[src/rtl/core/bgc_pkg.sv]
package bgc_pkg;

    // timestamp width, wraps modulo 2^TIME_BITS
    localparam int TIME_BITS = 48;

    // thresholds are kept in microseconds: 65535 ms * 1000 fits in 26 bits
    localparam int MS_BITS  = 16;
    localparam int THR_BITS = 26;
    localparam int US_PER_MS = 1000;

    localparam int CFG_IDX_BITS = 4;

    localparam logic [CFG_IDX_BITS-1:0] REG_DEBOUNCE = CFG_IDX_BITS'(0);
    localparam logic [CFG_IDX_BITS-1:0] REG_LONG     = CFG_IDX_BITS'(1);
    localparam logic [CFG_IDX_BITS-1:0] REG_SNAP     = CFG_IDX_BITS'(2);
    localparam logic [CFG_IDX_BITS-1:0] REG_HOLD     = CFG_IDX_BITS'(3);

    localparam logic [MS_BITS-1:0] DEBOUNCE_MS_RST = MS_BITS'(25);
    localparam logic [MS_BITS-1:0] LONG_MS_RST     = MS_BITS'(1000);
    localparam logic [MS_BITS-1:0] SNAP_MS_RST     = MS_BITS'(3000);
    localparam logic [MS_BITS-1:0] HOLD_MS_RST     = MS_BITS'(5000);

    typedef enum logic [2:0] {
        EV_NONE  = 3'd0,
        EV_SHORT = 3'd1,
        EV_LONG  = 3'd2,
        EV_SNAP  = 3'd3,
        EV_HOLD  = 3'd4
    } bgc_event_t;

    typedef struct packed {
        logic [THR_BITS-1:0] debounce_us;
        logic [THR_BITS-1:0] long_us;
        logic [THR_BITS-1:0] snap_us;
        logic [THR_BITS-1:0] hold_us;
    } bgc_thr_t;

    function automatic logic [THR_BITS-1:0] ms_to_us(input logic [MS_BITS-1:0] ms);
        logic [THR_BITS-1:0] us;
        us = THR_BITS'(ms) * THR_BITS'(US_PER_MS);
        return us;
    endfunction

endpackage

[src/rtl/core/bgc_cfg_regs.sv]
module bgc_cfg_regs
    import bgc_pkg::*;
(
    input  logic                    clk,
    input  logic                    rst_n,
    input  logic                    cfg_we,
    input  logic [CFG_IDX_BITS-1:0] cfg_index,
    input  logic [MS_BITS-1:0]      cfg_data,
    output bgc_thr_t                thr
);

    // ms -> us conversion done at write time, so compares need no divider
    bgc_thr_t thr_reg;
    bgc_thr_t thr_next;
    logic [THR_BITS-1:0] data_us;

    assign data_us = ms_to_us(cfg_data);

    always_comb
    begin
        thr_next = thr_reg;
        if (cfg_we)
        begin
            case (cfg_index)
                REG_DEBOUNCE: thr_next.debounce_us = data_us;
                REG_LONG:     thr_next.long_us     = data_us;
                REG_SNAP:     thr_next.snap_us     = data_us;
                REG_HOLD:     thr_next.hold_us     = data_us;
                default:      thr_next = thr_reg;
            endcase
        end
    end

    always_ff @(posedge clk or negedge rst_n)
    begin
        if (!rst_n)
        begin
            thr_reg.debounce_us <= ms_to_us(DEBOUNCE_MS_RST);
            thr_reg.long_us     <= ms_to_us(LONG_MS_RST);
            thr_reg.snap_us     <= ms_to_us(SNAP_MS_RST);
            thr_reg.hold_us     <= ms_to_us(HOLD_MS_RST);
        end
        else
        begin
            thr_reg <= thr_next;
        end
    end

    assign thr = thr_reg;

endmodule

[src/rtl/core/bgc_classifier.sv]
module bgc_classifier
    import bgc_pkg::*;
(
    input  logic                 clk,
    input  logic                 rst_n,
    input  logic                 en,
    input  logic                 level,
    input  logic [TIME_BITS-1:0] now,
    input  bgc_thr_t             thr,
    output bgc_event_t           ev
);

    logic                 was_pressed_reg, was_pressed_next;
    logic                 hold_done_reg, hold_done_next;
    logic                 snap_done_reg, snap_done_next;
    logic [TIME_BITS-1:0] press_time_reg, press_time_next;

    logic                 down;
    logic [TIME_BITS-1:0] elapsed_us;
    logic                 ge_debounce, ge_long, ge_snap, ge_hold;

    assign down       = !level;
    assign elapsed_us = now - press_time_reg;

    // floor(us/1000) >= T  <=>  us >= T*1000
    assign ge_debounce = elapsed_us >= TIME_BITS'(thr.debounce_us);
    assign ge_long     = elapsed_us >= TIME_BITS'(thr.long_us);
    assign ge_snap     = elapsed_us >= TIME_BITS'(thr.snap_us);
    assign ge_hold     = elapsed_us >= TIME_BITS'(thr.hold_us);

    always_comb
    begin
        was_pressed_next = was_pressed_reg;
        hold_done_next   = hold_done_reg;
        snap_done_next   = snap_done_reg;
        press_time_next  = press_time_reg;
        ev               = EV_NONE;
        if (en)
        begin
            if (down && !was_pressed_reg)
            begin
                was_pressed_next = 1'b1;
                hold_done_next   = 1'b0;
                snap_done_next   = 1'b0;
                press_time_next  = now;
            end
            else if (down)
            begin
                if (!hold_done_reg && ge_hold)
                begin
                    hold_done_next = 1'b1;
                    ev             = EV_HOLD;
                end
                else if (!snap_done_reg && ge_snap)
                begin
                    snap_done_next = 1'b1;
                    ev             = EV_SNAP;
                end
            end
            else if (was_pressed_reg)
            begin
                was_pressed_next = 1'b0;
                if (hold_done_reg || snap_done_reg || !ge_debounce)
                    ev = EV_NONE;
                else if (ge_long)
                    ev = EV_LONG;
                else
                    ev = EV_SHORT;
            end
        end
    end

    always_ff @(posedge clk or negedge rst_n)
    begin
        if (!rst_n)
        begin
            was_pressed_reg <= 1'b0;
            hold_done_reg   <= 1'b0;
            snap_done_reg   <= 1'b0;
            press_time_reg  <= '0;
        end
        else
        begin
            was_pressed_reg <= was_pressed_next;
            hold_done_reg   <= hold_done_next;
            snap_done_reg   <= snap_done_next;
            press_time_reg  <= press_time_next;
        end
    end

    a_hold_sets_flag: assert property (@(posedge clk) disable iff (!rst_n)
        (en && ev == EV_HOLD) |=> hold_done_reg)
        else $error("hold reported but flag not set");

    a_snap_sets_flag: assert property (@(posedge clk) disable iff (!rst_n)
        (en && ev == EV_SNAP) |=> snap_done_reg)
        else $error("snap reported but flag not set");

    a_idle_release_quiet: assert property (@(posedge clk) disable iff (!rst_n)
        (en && level && !was_pressed_reg) |-> (ev == EV_NONE && was_pressed_next == 1'b0))
        else $error("release with no press pending gave an event");

endmodule

[src/rtl/core/button_gesture_classifier_unit.sv]
// Button gesture classifier: short / long / snap / hold press detection.
//
// Input channel (in_valid / in_stall): one poll sample per item, the raw
// active-low button_level and a free-running microsecond timestamp now_us.
// Output channel (out_valid / out_stall): exactly one event_res per sample,
// 0 none, 1 short, 2 long, 3 snap, 4 hold.
// Config port: cfg_we writes cfg_data (ms) into register cfg_index
// (0 debounce, 1 long, 2 snap, 3 hold); other indexes are ignored.
// Pipeline: input register, then the result register fed by the classifier.
// Throughput: one item per cycle while out_stall is low, set by the state
// update in the classifier.
// A stalled result holds in the result register while one more sample
// waits in the input register; in_stall rises only when both are full.
// Reset: press state and fired flags cleared, thresholds back to
// 25 / 1000 / 3000 / 5000 ms, both pipeline stages empty.
module button_gesture_classifier_unit
    import bgc_pkg::*;
(
    input  logic                    clk,
    input  logic                    rst_n,
    // input samples
    input  logic                    in_valid,
    output logic                    in_stall,
    input  logic                    button_level,
    input  logic [TIME_BITS-1:0]    now_us,
    // results
    output logic                    out_valid,
    input  logic                    out_stall,
    output logic [2:0]              event_res,
    // configuration
    input  logic                    cfg_we,
    input  logic [CFG_IDX_BITS-1:0] cfg_index,
    input  logic [MS_BITS-1:0]      cfg_data
);

    bgc_thr_t   thr;
    bgc_event_t ev;

    // input stage
    logic                 s1_valid_reg;
    logic                 s1_level_reg;
    logic [TIME_BITS-1:0] s1_now_reg;

    // result stage
    logic                 out_valid_reg;
    bgc_event_t           event_reg;

    logic res_free;
    logic s1_move;
    logic in_take;

    assign res_free = !out_valid_reg || !out_stall;
    assign s1_move  = s1_valid_reg && res_free;
    assign in_stall = s1_valid_reg && !res_free;
    assign in_take  = in_valid && !in_stall;

    bgc_cfg_regs u_cfg (
        .clk       (clk),
        .rst_n     (rst_n),
        .cfg_we    (cfg_we),
        .cfg_index (cfg_index),
        .cfg_data  (cfg_data),
        .thr       (thr)
    );

    // state only advances when the sample moves into the result register
    bgc_classifier u_cls (
        .clk   (clk),
        .rst_n (rst_n),
        .en    (s1_move),
        .level (s1_level_reg),
        .now   (s1_now_reg),
        .thr   (thr),
        .ev    (ev)
    );

    always_ff @(posedge clk or negedge rst_n)
    begin
        if (!rst_n)
        begin
            s1_valid_reg  <= 1'b0;
            out_valid_reg <= 1'b0;
        end
        else
        begin
            if (in_take)
                s1_valid_reg <= 1'b1;
            else if (s1_move)
                s1_valid_reg <= 1'b0;

            if (res_free)
                out_valid_reg <= s1_valid_reg;
        end
    end

    // payload registers, no reset
    always_ff @(posedge clk)
    begin
        if (in_take)
        begin
            s1_level_reg <= button_level;
            s1_now_reg   <= now_us;
        end
        if (s1_move)
            event_reg <= ev;
    end

    assign out_valid = out_valid_reg;
    assign event_res = event_reg;

    a_stall_only_when_full: assert property (@(posedge clk) disable iff (!rst_n)
        in_stall |-> (s1_valid_reg && out_valid_reg))
        else $error("input stalled with a free stage");

    a_result_from_stage: assert property (@(posedge clk) disable iff (!rst_n)
        $rose(out_valid_reg) |-> $past(s1_valid_reg))
        else $error("result appeared without a sample");

    a_blocked_sample_kept: assert property (@(posedge clk) disable iff (!rst_n)
        (s1_valid_reg && !res_free) |=> (s1_valid_reg && $stable(s1_now_reg)))
        else $error("blocked sample lost");

endmodule

[config.mk]
export PLATFORM = sky130hd
export DESIGN_NAME = button_gesture_classifier_unit
export DESIGN_NICKNAME = d
export VERILOG_FILES = /design/src/rtl/core/bgc_pkg.sv /design/src/rtl/core/bgc_cfg_regs.sv /design/src/rtl/core/bgc_classifier.sv /design/src/rtl/core/button_gesture_classifier_unit.sv
export SDC_FILE = /design/constraint.sdc
export NUM_CORES = 1
export LEC_CHECK = 0
export ABC_AREA = 0
export BUFFER_PORTS_ARGS = -buffer_cell sky130_fd_sc_hd__buf_2
export CAP_MARGIN = 40
export CORE_MARGIN = 4
export CORE_UTILIZATION = 40
export DETAILED_ROUTE_END_ITERATION = 16
export HOLD_SLACK_MARGIN = 0.02
export PLACE_DENSITY = 0.63
export SYNTH_ARGS = -nofsm -noshare
export SYNTH_HDL_FRONTEND = slang
export SYNTH_SLANG_ARGS = --single-unit
[constraint.sdc]
create_clock -name clk -period 7.1 [get_ports clk]
set_input_delay 1.42 -clock clk [delete_from_list [all_inputs] [get_ports clk]]
set_output_delay 1.42 -clock clk [all_outputs]
set_load 0.02 [all_outputs]
==> results.tsv, run 1 <==
metric	value	unit
Simple-Gate Fraction of Synth Area	13.2	%
Clk network pwr share	13.9	%
Detailed Route Iter0 Violations	636	
FFs w/ async S/R, synth	73.6	%
sw frac	45.9	%
hold worst-path end	u_cfg.thr[81]$_DFFE_PN1P_	
overall routed net length	35.8	mm
Reg clk slew, reported paths	0.08	ns
clk root buf	clkbuf_16	
Slew HR	43.7	%
status	finished clean	
placed instance area	16000	µm²
largest family of logic cells by synthesized area	adder cells	
Max-Cap Viols	0	
Mapped Cells	1569	
critical path startpoint category	input pin	
io pins	79	
Chip Width	202	µm
Final Power	7.17	mW
post-synthesis mux area share	3.66	%
met3 WL	1.30	mm
fmax	0.163	GHz
DR vias	11400	
CTS Hold Bufs	0	
register share of total power	24.0	%
WL met1	17.5	mm
Crit path required time	7.41	ns
DR DRC count	0	
setup TNS	0	ns
total gr overflow	0	
Final nets	1954	
gp weighted congestion	0.929	
vias in the first global route	11200	
clk_skew	0.0119	ns
Yosys reg bits	197	
Final setup viols	0	
wire per inst	16.7	µm
Site Rows	70	
Worst R2R End	event_res[1]$_SDFFCE_PP0P_	
Synth Net Count	1890	
Core Region	36900	µm²
initial core utilization	40.8	%
buffer depth of the longest clock path	2	
Post-Synthesis Cell Area	15000	µm²
Mean Syn Cell Area	9.59	µm²
Final period util	86.3	%
largest net degree at the start of global routing	83	
r2r worst-path depth	25	
drt via density	5.29	
post-layout util	45.0	%
worst-skew pair later-pin latency	0.46	ns
VDD IR max	0.000185	V
EDFF count, synth	52	
Syn. warnings	0	
initial antenna violation count	0	
CTS tree	built	
max reg flops	92	
hold_ws	0.482	ns
post_cts resized	0	
CTS sink count	197	
top_reg_cell synth	dfrtp_1	
arrival time at the worst endpoint	6.44	ns
final worst slack	0.973	ns
Placed Cells	2118	
RSZ-0062 raised after global routing	false	
Power Internal	3.88	mW
level count of the clock H-tree	4	
Setup Buffers After CTS	0	
I/O Buffers	78	
fin crit period	6.13	ns
Area growth syn-to-layout	10.2	%
share of cells above drive strength 1	13.5	%
crit path max fanout	8	
hold depth	2	
Crit. End Element	flip-flop	
complex-gate fraction of the synthesized area	16.3	%
chip height	202	µm
Layout Cells excl Fill	2150	
Reg2Reg Setup Slack	1.50	ns
XOR/XNOR Fraction of Synth Area	2.79	%
ANT cells	0	
DP Wirelength	28.4	mm
post-place setup slack	0.524	ns
NetSw	3.29	mW
first-pass GRT wire length	59.4	mm
Gate power share	62.1	%
post-synthesis sequential area ratio	34.8	%
HP Class	flip-flop to flip-flop	
Total GRT Usage	17.9	%
Hold Crit Start	u_cfg.thr[81]$_DFFE_PN1P_	
Slew Limit Fails	0	
Final ANT Viol Nets	0	
Setup CP Type	input pin to flip-flop	
final hold viol count	0	
post-synthesis adder-cell area fraction	23.3	%
top sig layer	met4	
Initial DRT Pass Iterations	5	
TritonCTS Buffers	17	
PwrDens	433	nW/µm²
Worst-Margin Slew	0.844	ns
DR WL met2	16.8	mm
reg2reg start	s1_now_reg[3]$_DFFE_PP_	
post-route cell area	16600	µm²
synth unique cells	86	
die area	40800	µm²
Lkg Pwr	7.45	nW
-- worst max-delay path, cell delays in order --
cell and delay, ns:
buf_2 0.16, fa_1 0.57, inv_1 0.06, fa_1 0.48, fa_1 0.51, inv_1 0.05
fa_1 0.45, ha_1 0.34, a21oi_1 0.22, o21bai_1 0.10, a21oi_1 0.23, o21bai_1 0.09
a21oi_1 0.26, o21ai_0 0.17, o21ba_2 0.28, a41oi_1 0.33, nor3b_1 0.09, a311oi_1 0.45
o21ai_0 0.16
-- worst max path at each step --
stage / cells after the start / end / slack, ns / startpoint
2_1_floorplan: 18 / u_cfg.thr[102]$_DFFE_PN0P_ / 1.21 / cfg_data[0]
4_1_cts: 19 / u_cfg.thr[24]$_DFFE_PN0P_ / 1.00 / cfg_data[0]
3_3_place_gp: 19 / u_cfg.thr[50]$_DFFE_PN0P_ / 0.64 / cfg_data[0]
6_report: 19 / u_cfg.thr[102]$_DFFE_PN0P_ / 0.97 / cfg_data[0]
5_1_grt: 19 / u_cfg.thr[102]$_DFFE_PN0P_ / 0.61 / cfg_data[0]
3_5_place_dp: 19 / u_cfg.thr[24]$_DFFE_PN0P_ / 0.52 / cfg_data[0]
-- cells in the mapped netlist, drive strengths merged, types with 5 or more instances --
library cell  number  area, µm²
inv              195        732
ha               192       2400
nand2            173        649
o21ai            154        775
dfrtp            114       2850
a21oi             87        447
fa                55       1100
edfxtp            52       1560
nor2              50        188
mux2              48        541
nand4             35        219
xnor2             32        280
dfstp             31        815
a21o              30        225
clkbuf            30        113
o21a              23        173
nand3             21        105
nor2b             19        119
nand2b            18        113
nor3              18       90.1
xor2              16        140
o211ai            13        103
a211oi            12        105
o21bai            12       90.1
buf               11       57.6
nor4              11       75.1
or3               11       73.8
a31oi              9       56.3
and3               8       51.3
nor3b              6       50.1
a211o              5       52.6
o31ai              5       42.5
-- metal layers --
metal	vias to the layer above	global-route usage, %
li1	5645	-
met1	5513	25.9
met2	201	28.9
met3	17	2.47
met4	0	3.32
met5	-	0
-- power groups by stage --
| stage | Combinational [mW] | Sequential (mW) | Clock, mW |
|---|---|---|---|
| after floorplan | 3.28 | 1.69 | 0 |
| after global placement | 4.31 | 1.73 | 0 |
| after detailed placement | 4.42 | 1.74 | 0 |
| after CTS | 4.46 | 1.72 | 1.03 |
| after global routing | 5.08 | 1.76 | 1.07 |
| final | 4.45 | 1.72 | 0.999 |
-- cell usage in the layout (no fill, tap or decap), drive strengths merged, types with 19 or more instances in the layout --
master / synthesis / final
nor2b: 19 / 19
nor2: 50 / 50
a21o: 30 / 30
nand2: 173 / 173
buf: 11 / 86
o21ai: 154 / 154
nand3: 21 / 21
a21oi: 87 / 87
nand4: 35 / 35
dfstp: 31 / 31
ha: 192 / 192
inv: 195 / 204
edfxtp: 52 / 52
fa: 55 / 55
xnor2: 32 / 32
dfrtp: 114 / 114
clkbuf: 30 / 21
o21a: 23 / 23
mux2: 48 / 48
-- area by class of cell --
class	count	area (µm²)
tap	504	631
multi-input combinational	1136	8930
inverter	195	732
timing repair buffer	86	457
clock buffer	21	504
sequential	197	5230
fill	3581	20300
clock inverter	11	93.8
-- logic make-up (layout without fill, tap and decap cells) --
| group | count (synthesis) | in the layout |
|---|---|---|
| AOI/OAI and AO/OA | 392 | 392 |
| adders and majority gates | 247 | 247 |
| and+or+nand+nor | 400 | 400 |
| xor gates and xnor gates | 48 | 48 |
| DFF | 197 | 197 |
| buffers and inverters | 236 | 313 |
| muxes | 49 | 49 |
No activity file was read; power rests on OpenSTA's default activity.
==> run 2, diff against run 1 <==
CELL_PAD_IN_SITES_DETAIL_PLACEMENT = 1   (was default)
CELL_PAD_IN_SITES_GLOBAL_PLACEMENT = 1   (was default)
PLACE_DENSITY = 0.75   (was 0.63)
==> results.tsv, run 2 (synthesized netlist as in run 1, its figures left out) <==
metric	value	unit
status	finished clean	
die area	40800	µm²
most frequent cells in the layout	inv_1, ha_1, nand2_1	
largest net degree at the start of global routing	73	
placed instance area	16000	µm²
Slew HR	42.9	%
chip height	202	µm
HP Class	flip-flop to flip-flop	
Slew Limit Fails	0	
Core Region	36900	µm²
PwrDens	445	nW/µm²
Crit path required time	7.41	ns
fmax	0.160	GHz
Setup Buffers After CTS	0	
I/O Buffers	78	
initial core utilization	40.8	%
Detailed Route Iter0 Violations	621	
post_cts resized	0	
wire per inst	19.0	µm
post-route cell area	16600	µm²
ANT cells	0	
VDD IR max	0.000167	V
level count of the clock H-tree	4	
buffer depth of the longest clock path	2	
CTS tree	built	
Max-Cap Viols	0	
Slowest-stage cell, CP	fa_1	
Cell Chain, Critical Path	buf_2, fa_1, inv_1, fa_1, fa_1, inv_1, fa_1, ha_1, a21oi_1, o21bai_1, a21oi_1, o21bai_1, a21oi_1, o21ai_0, o21ba_2, a41oi_1, nor3b_1, a311oi_1, o21ai_0	
Total GRT Usage	20.3	%
fillcell total	4244	
Final ANT Viol Nets	0	
post-layout util	45.0	%
Initial DRT Pass Iterations	5	
clk_skew	0.0213	ns
max reg flops	92	
Worst-Margin Slew	0.855	ns
critical path's top delay family	adder cells	
Placed Cells	2118	
Site Rows	70	
worst-skew pair later-pin latency	0.46	ns
Final period util	88.0	%
Crit. End Element	flip-flop	
most used cell, CP	fa_1	
Chip Width	202	µm
Lkg Pwr	7.44	nW
CTS Hold Bufs	0	
TritonCTS Buffers	17	
gp weighted congestion	0.889	
arrival time at the worst endpoint	6.55	ns
RSZ-0062 raised after global routing	false	
crit path max fanout	8	
first-pass GRT wire length	67.8	mm
Final nets	1954	
initial antenna violation count	0	
Final setup viols	0	
share of cells above drive strength 1	13.5	%
Crit path buffers/inverters	3	
Reg clk slew, reported paths	0.08	ns
critical path startpoint category	input pin	
Max stage delay on crit path	0.59	ns
setup TNS	0	ns
final hold viol count	0	
total gr overflow	0	
DR DRC count	0	
most common cell after layout, fill and taps aside	inv_1	
io pins	79	
Layout Cells excl Fill	2150	
clk root buf	clkbuf_16	
drt via density	5.46	
Area growth syn-to-layout	10.2	%
Setup CP Type	input pin to flip-flop	
fin crit period	6.25	ns
overall routed net length	40.8	mm
DR vias	11700	
DP Wirelength	32.3	mm
vias in the first global route	12700	
CTS sink count	197	
## run 2: changes by cell type in the layout (fill, tap and decap cells not counted)
cell,previous run,this run
nor2b_2,1,0
buf_16,0,1
clkinv_8,0,1
nor2b_4,0,1
clkbuf_1,1,0
inv_4,2,0
clkbuf_16,20,18
inv_8,1,2
buf_4,8,7
clkinv_2,0,1
clkinv_4,2,4
## run 2: final cells by class
| type | count | area (µm²) | area share, % |
|---|---|---|---|
| Inverter | 195 | 732 | 4.41 |
| Sequential cell | 197 | 5230 | 31.5 |
| Multi-Input combinational cell | 1136 | 8930 | 53.9 |
| Timing Repair Buffer | 86 | 477 | 2.87 |
| Clock inverter | 14 | 131 | 0.792 |
| Tap cell | 504 | 631 | 3.80 |
| Clock buffer | 18 | 450 | 2.72 |
## run 2: worst min-delay path: stages, from the launching register on
cell and delay, ns:
dfstp_2 0.38, nand2_1 0.05, nand2_1 0.04
## run 2: worst paths after layout
path                                                 from                                   end  slack, ns  cells after the start
worst min register to register  u_cfg.thr[81]$_DFFE_PN1P_             u_cfg.thr[81]$_DFFE_PN1P_       0.48                      2
worst max register to register    s1_now_reg[3]$_DFFE_PP_            event_res[1]$_SDFFCE_PP0P_       1.52                     25
min in group asynchronous                           rst_n  u_cls.press_time_reg[47]$_DFFE_PN0P_       0.83                      1
worst min-delay path            u_cfg.thr[81]$_DFFE_PN1P_             u_cfg.thr[81]$_DFFE_PN1P_       0.48                      2
worst max-delay path                          cfg_data[0]             u_cfg.thr[24]$_DFFE_PN0P_       0.85                     19
max in group asynchronous                           rst_n             u_cfg.thr[98]$_DFFE_PN0P_       4.94                      3
## run 2: through the flow
stage	worst slack (ns)	power (mW)	hold WS, ns
global route	0.413	8.09	0.514
detailed placement	0.385	6.35	0.474
global placement	0.655	6.12	0.464
CTS	0.859	7.41	0.486
finish	0.854	7.38	0.477
floorplan	1.21	4.97	0.442
## run 2: power by group
part	total, mW	switching [mW]	internal, mW
sequential	1.72	0.156	1.57
combinational	4.68	2.86	1.82
clock	0.975	0.489	0.487
## run 2: layer usage
layer	part of all wire, %	vias up	wire [µm]	track usage (%)
met4	1.6	0	647	4.49
met1	48	5892	19500	28.4
met5	0	-	0	0
li1	-	5636	-	-
met2	47	177	19300	33.9
met3	3.2	44	1320	2.66
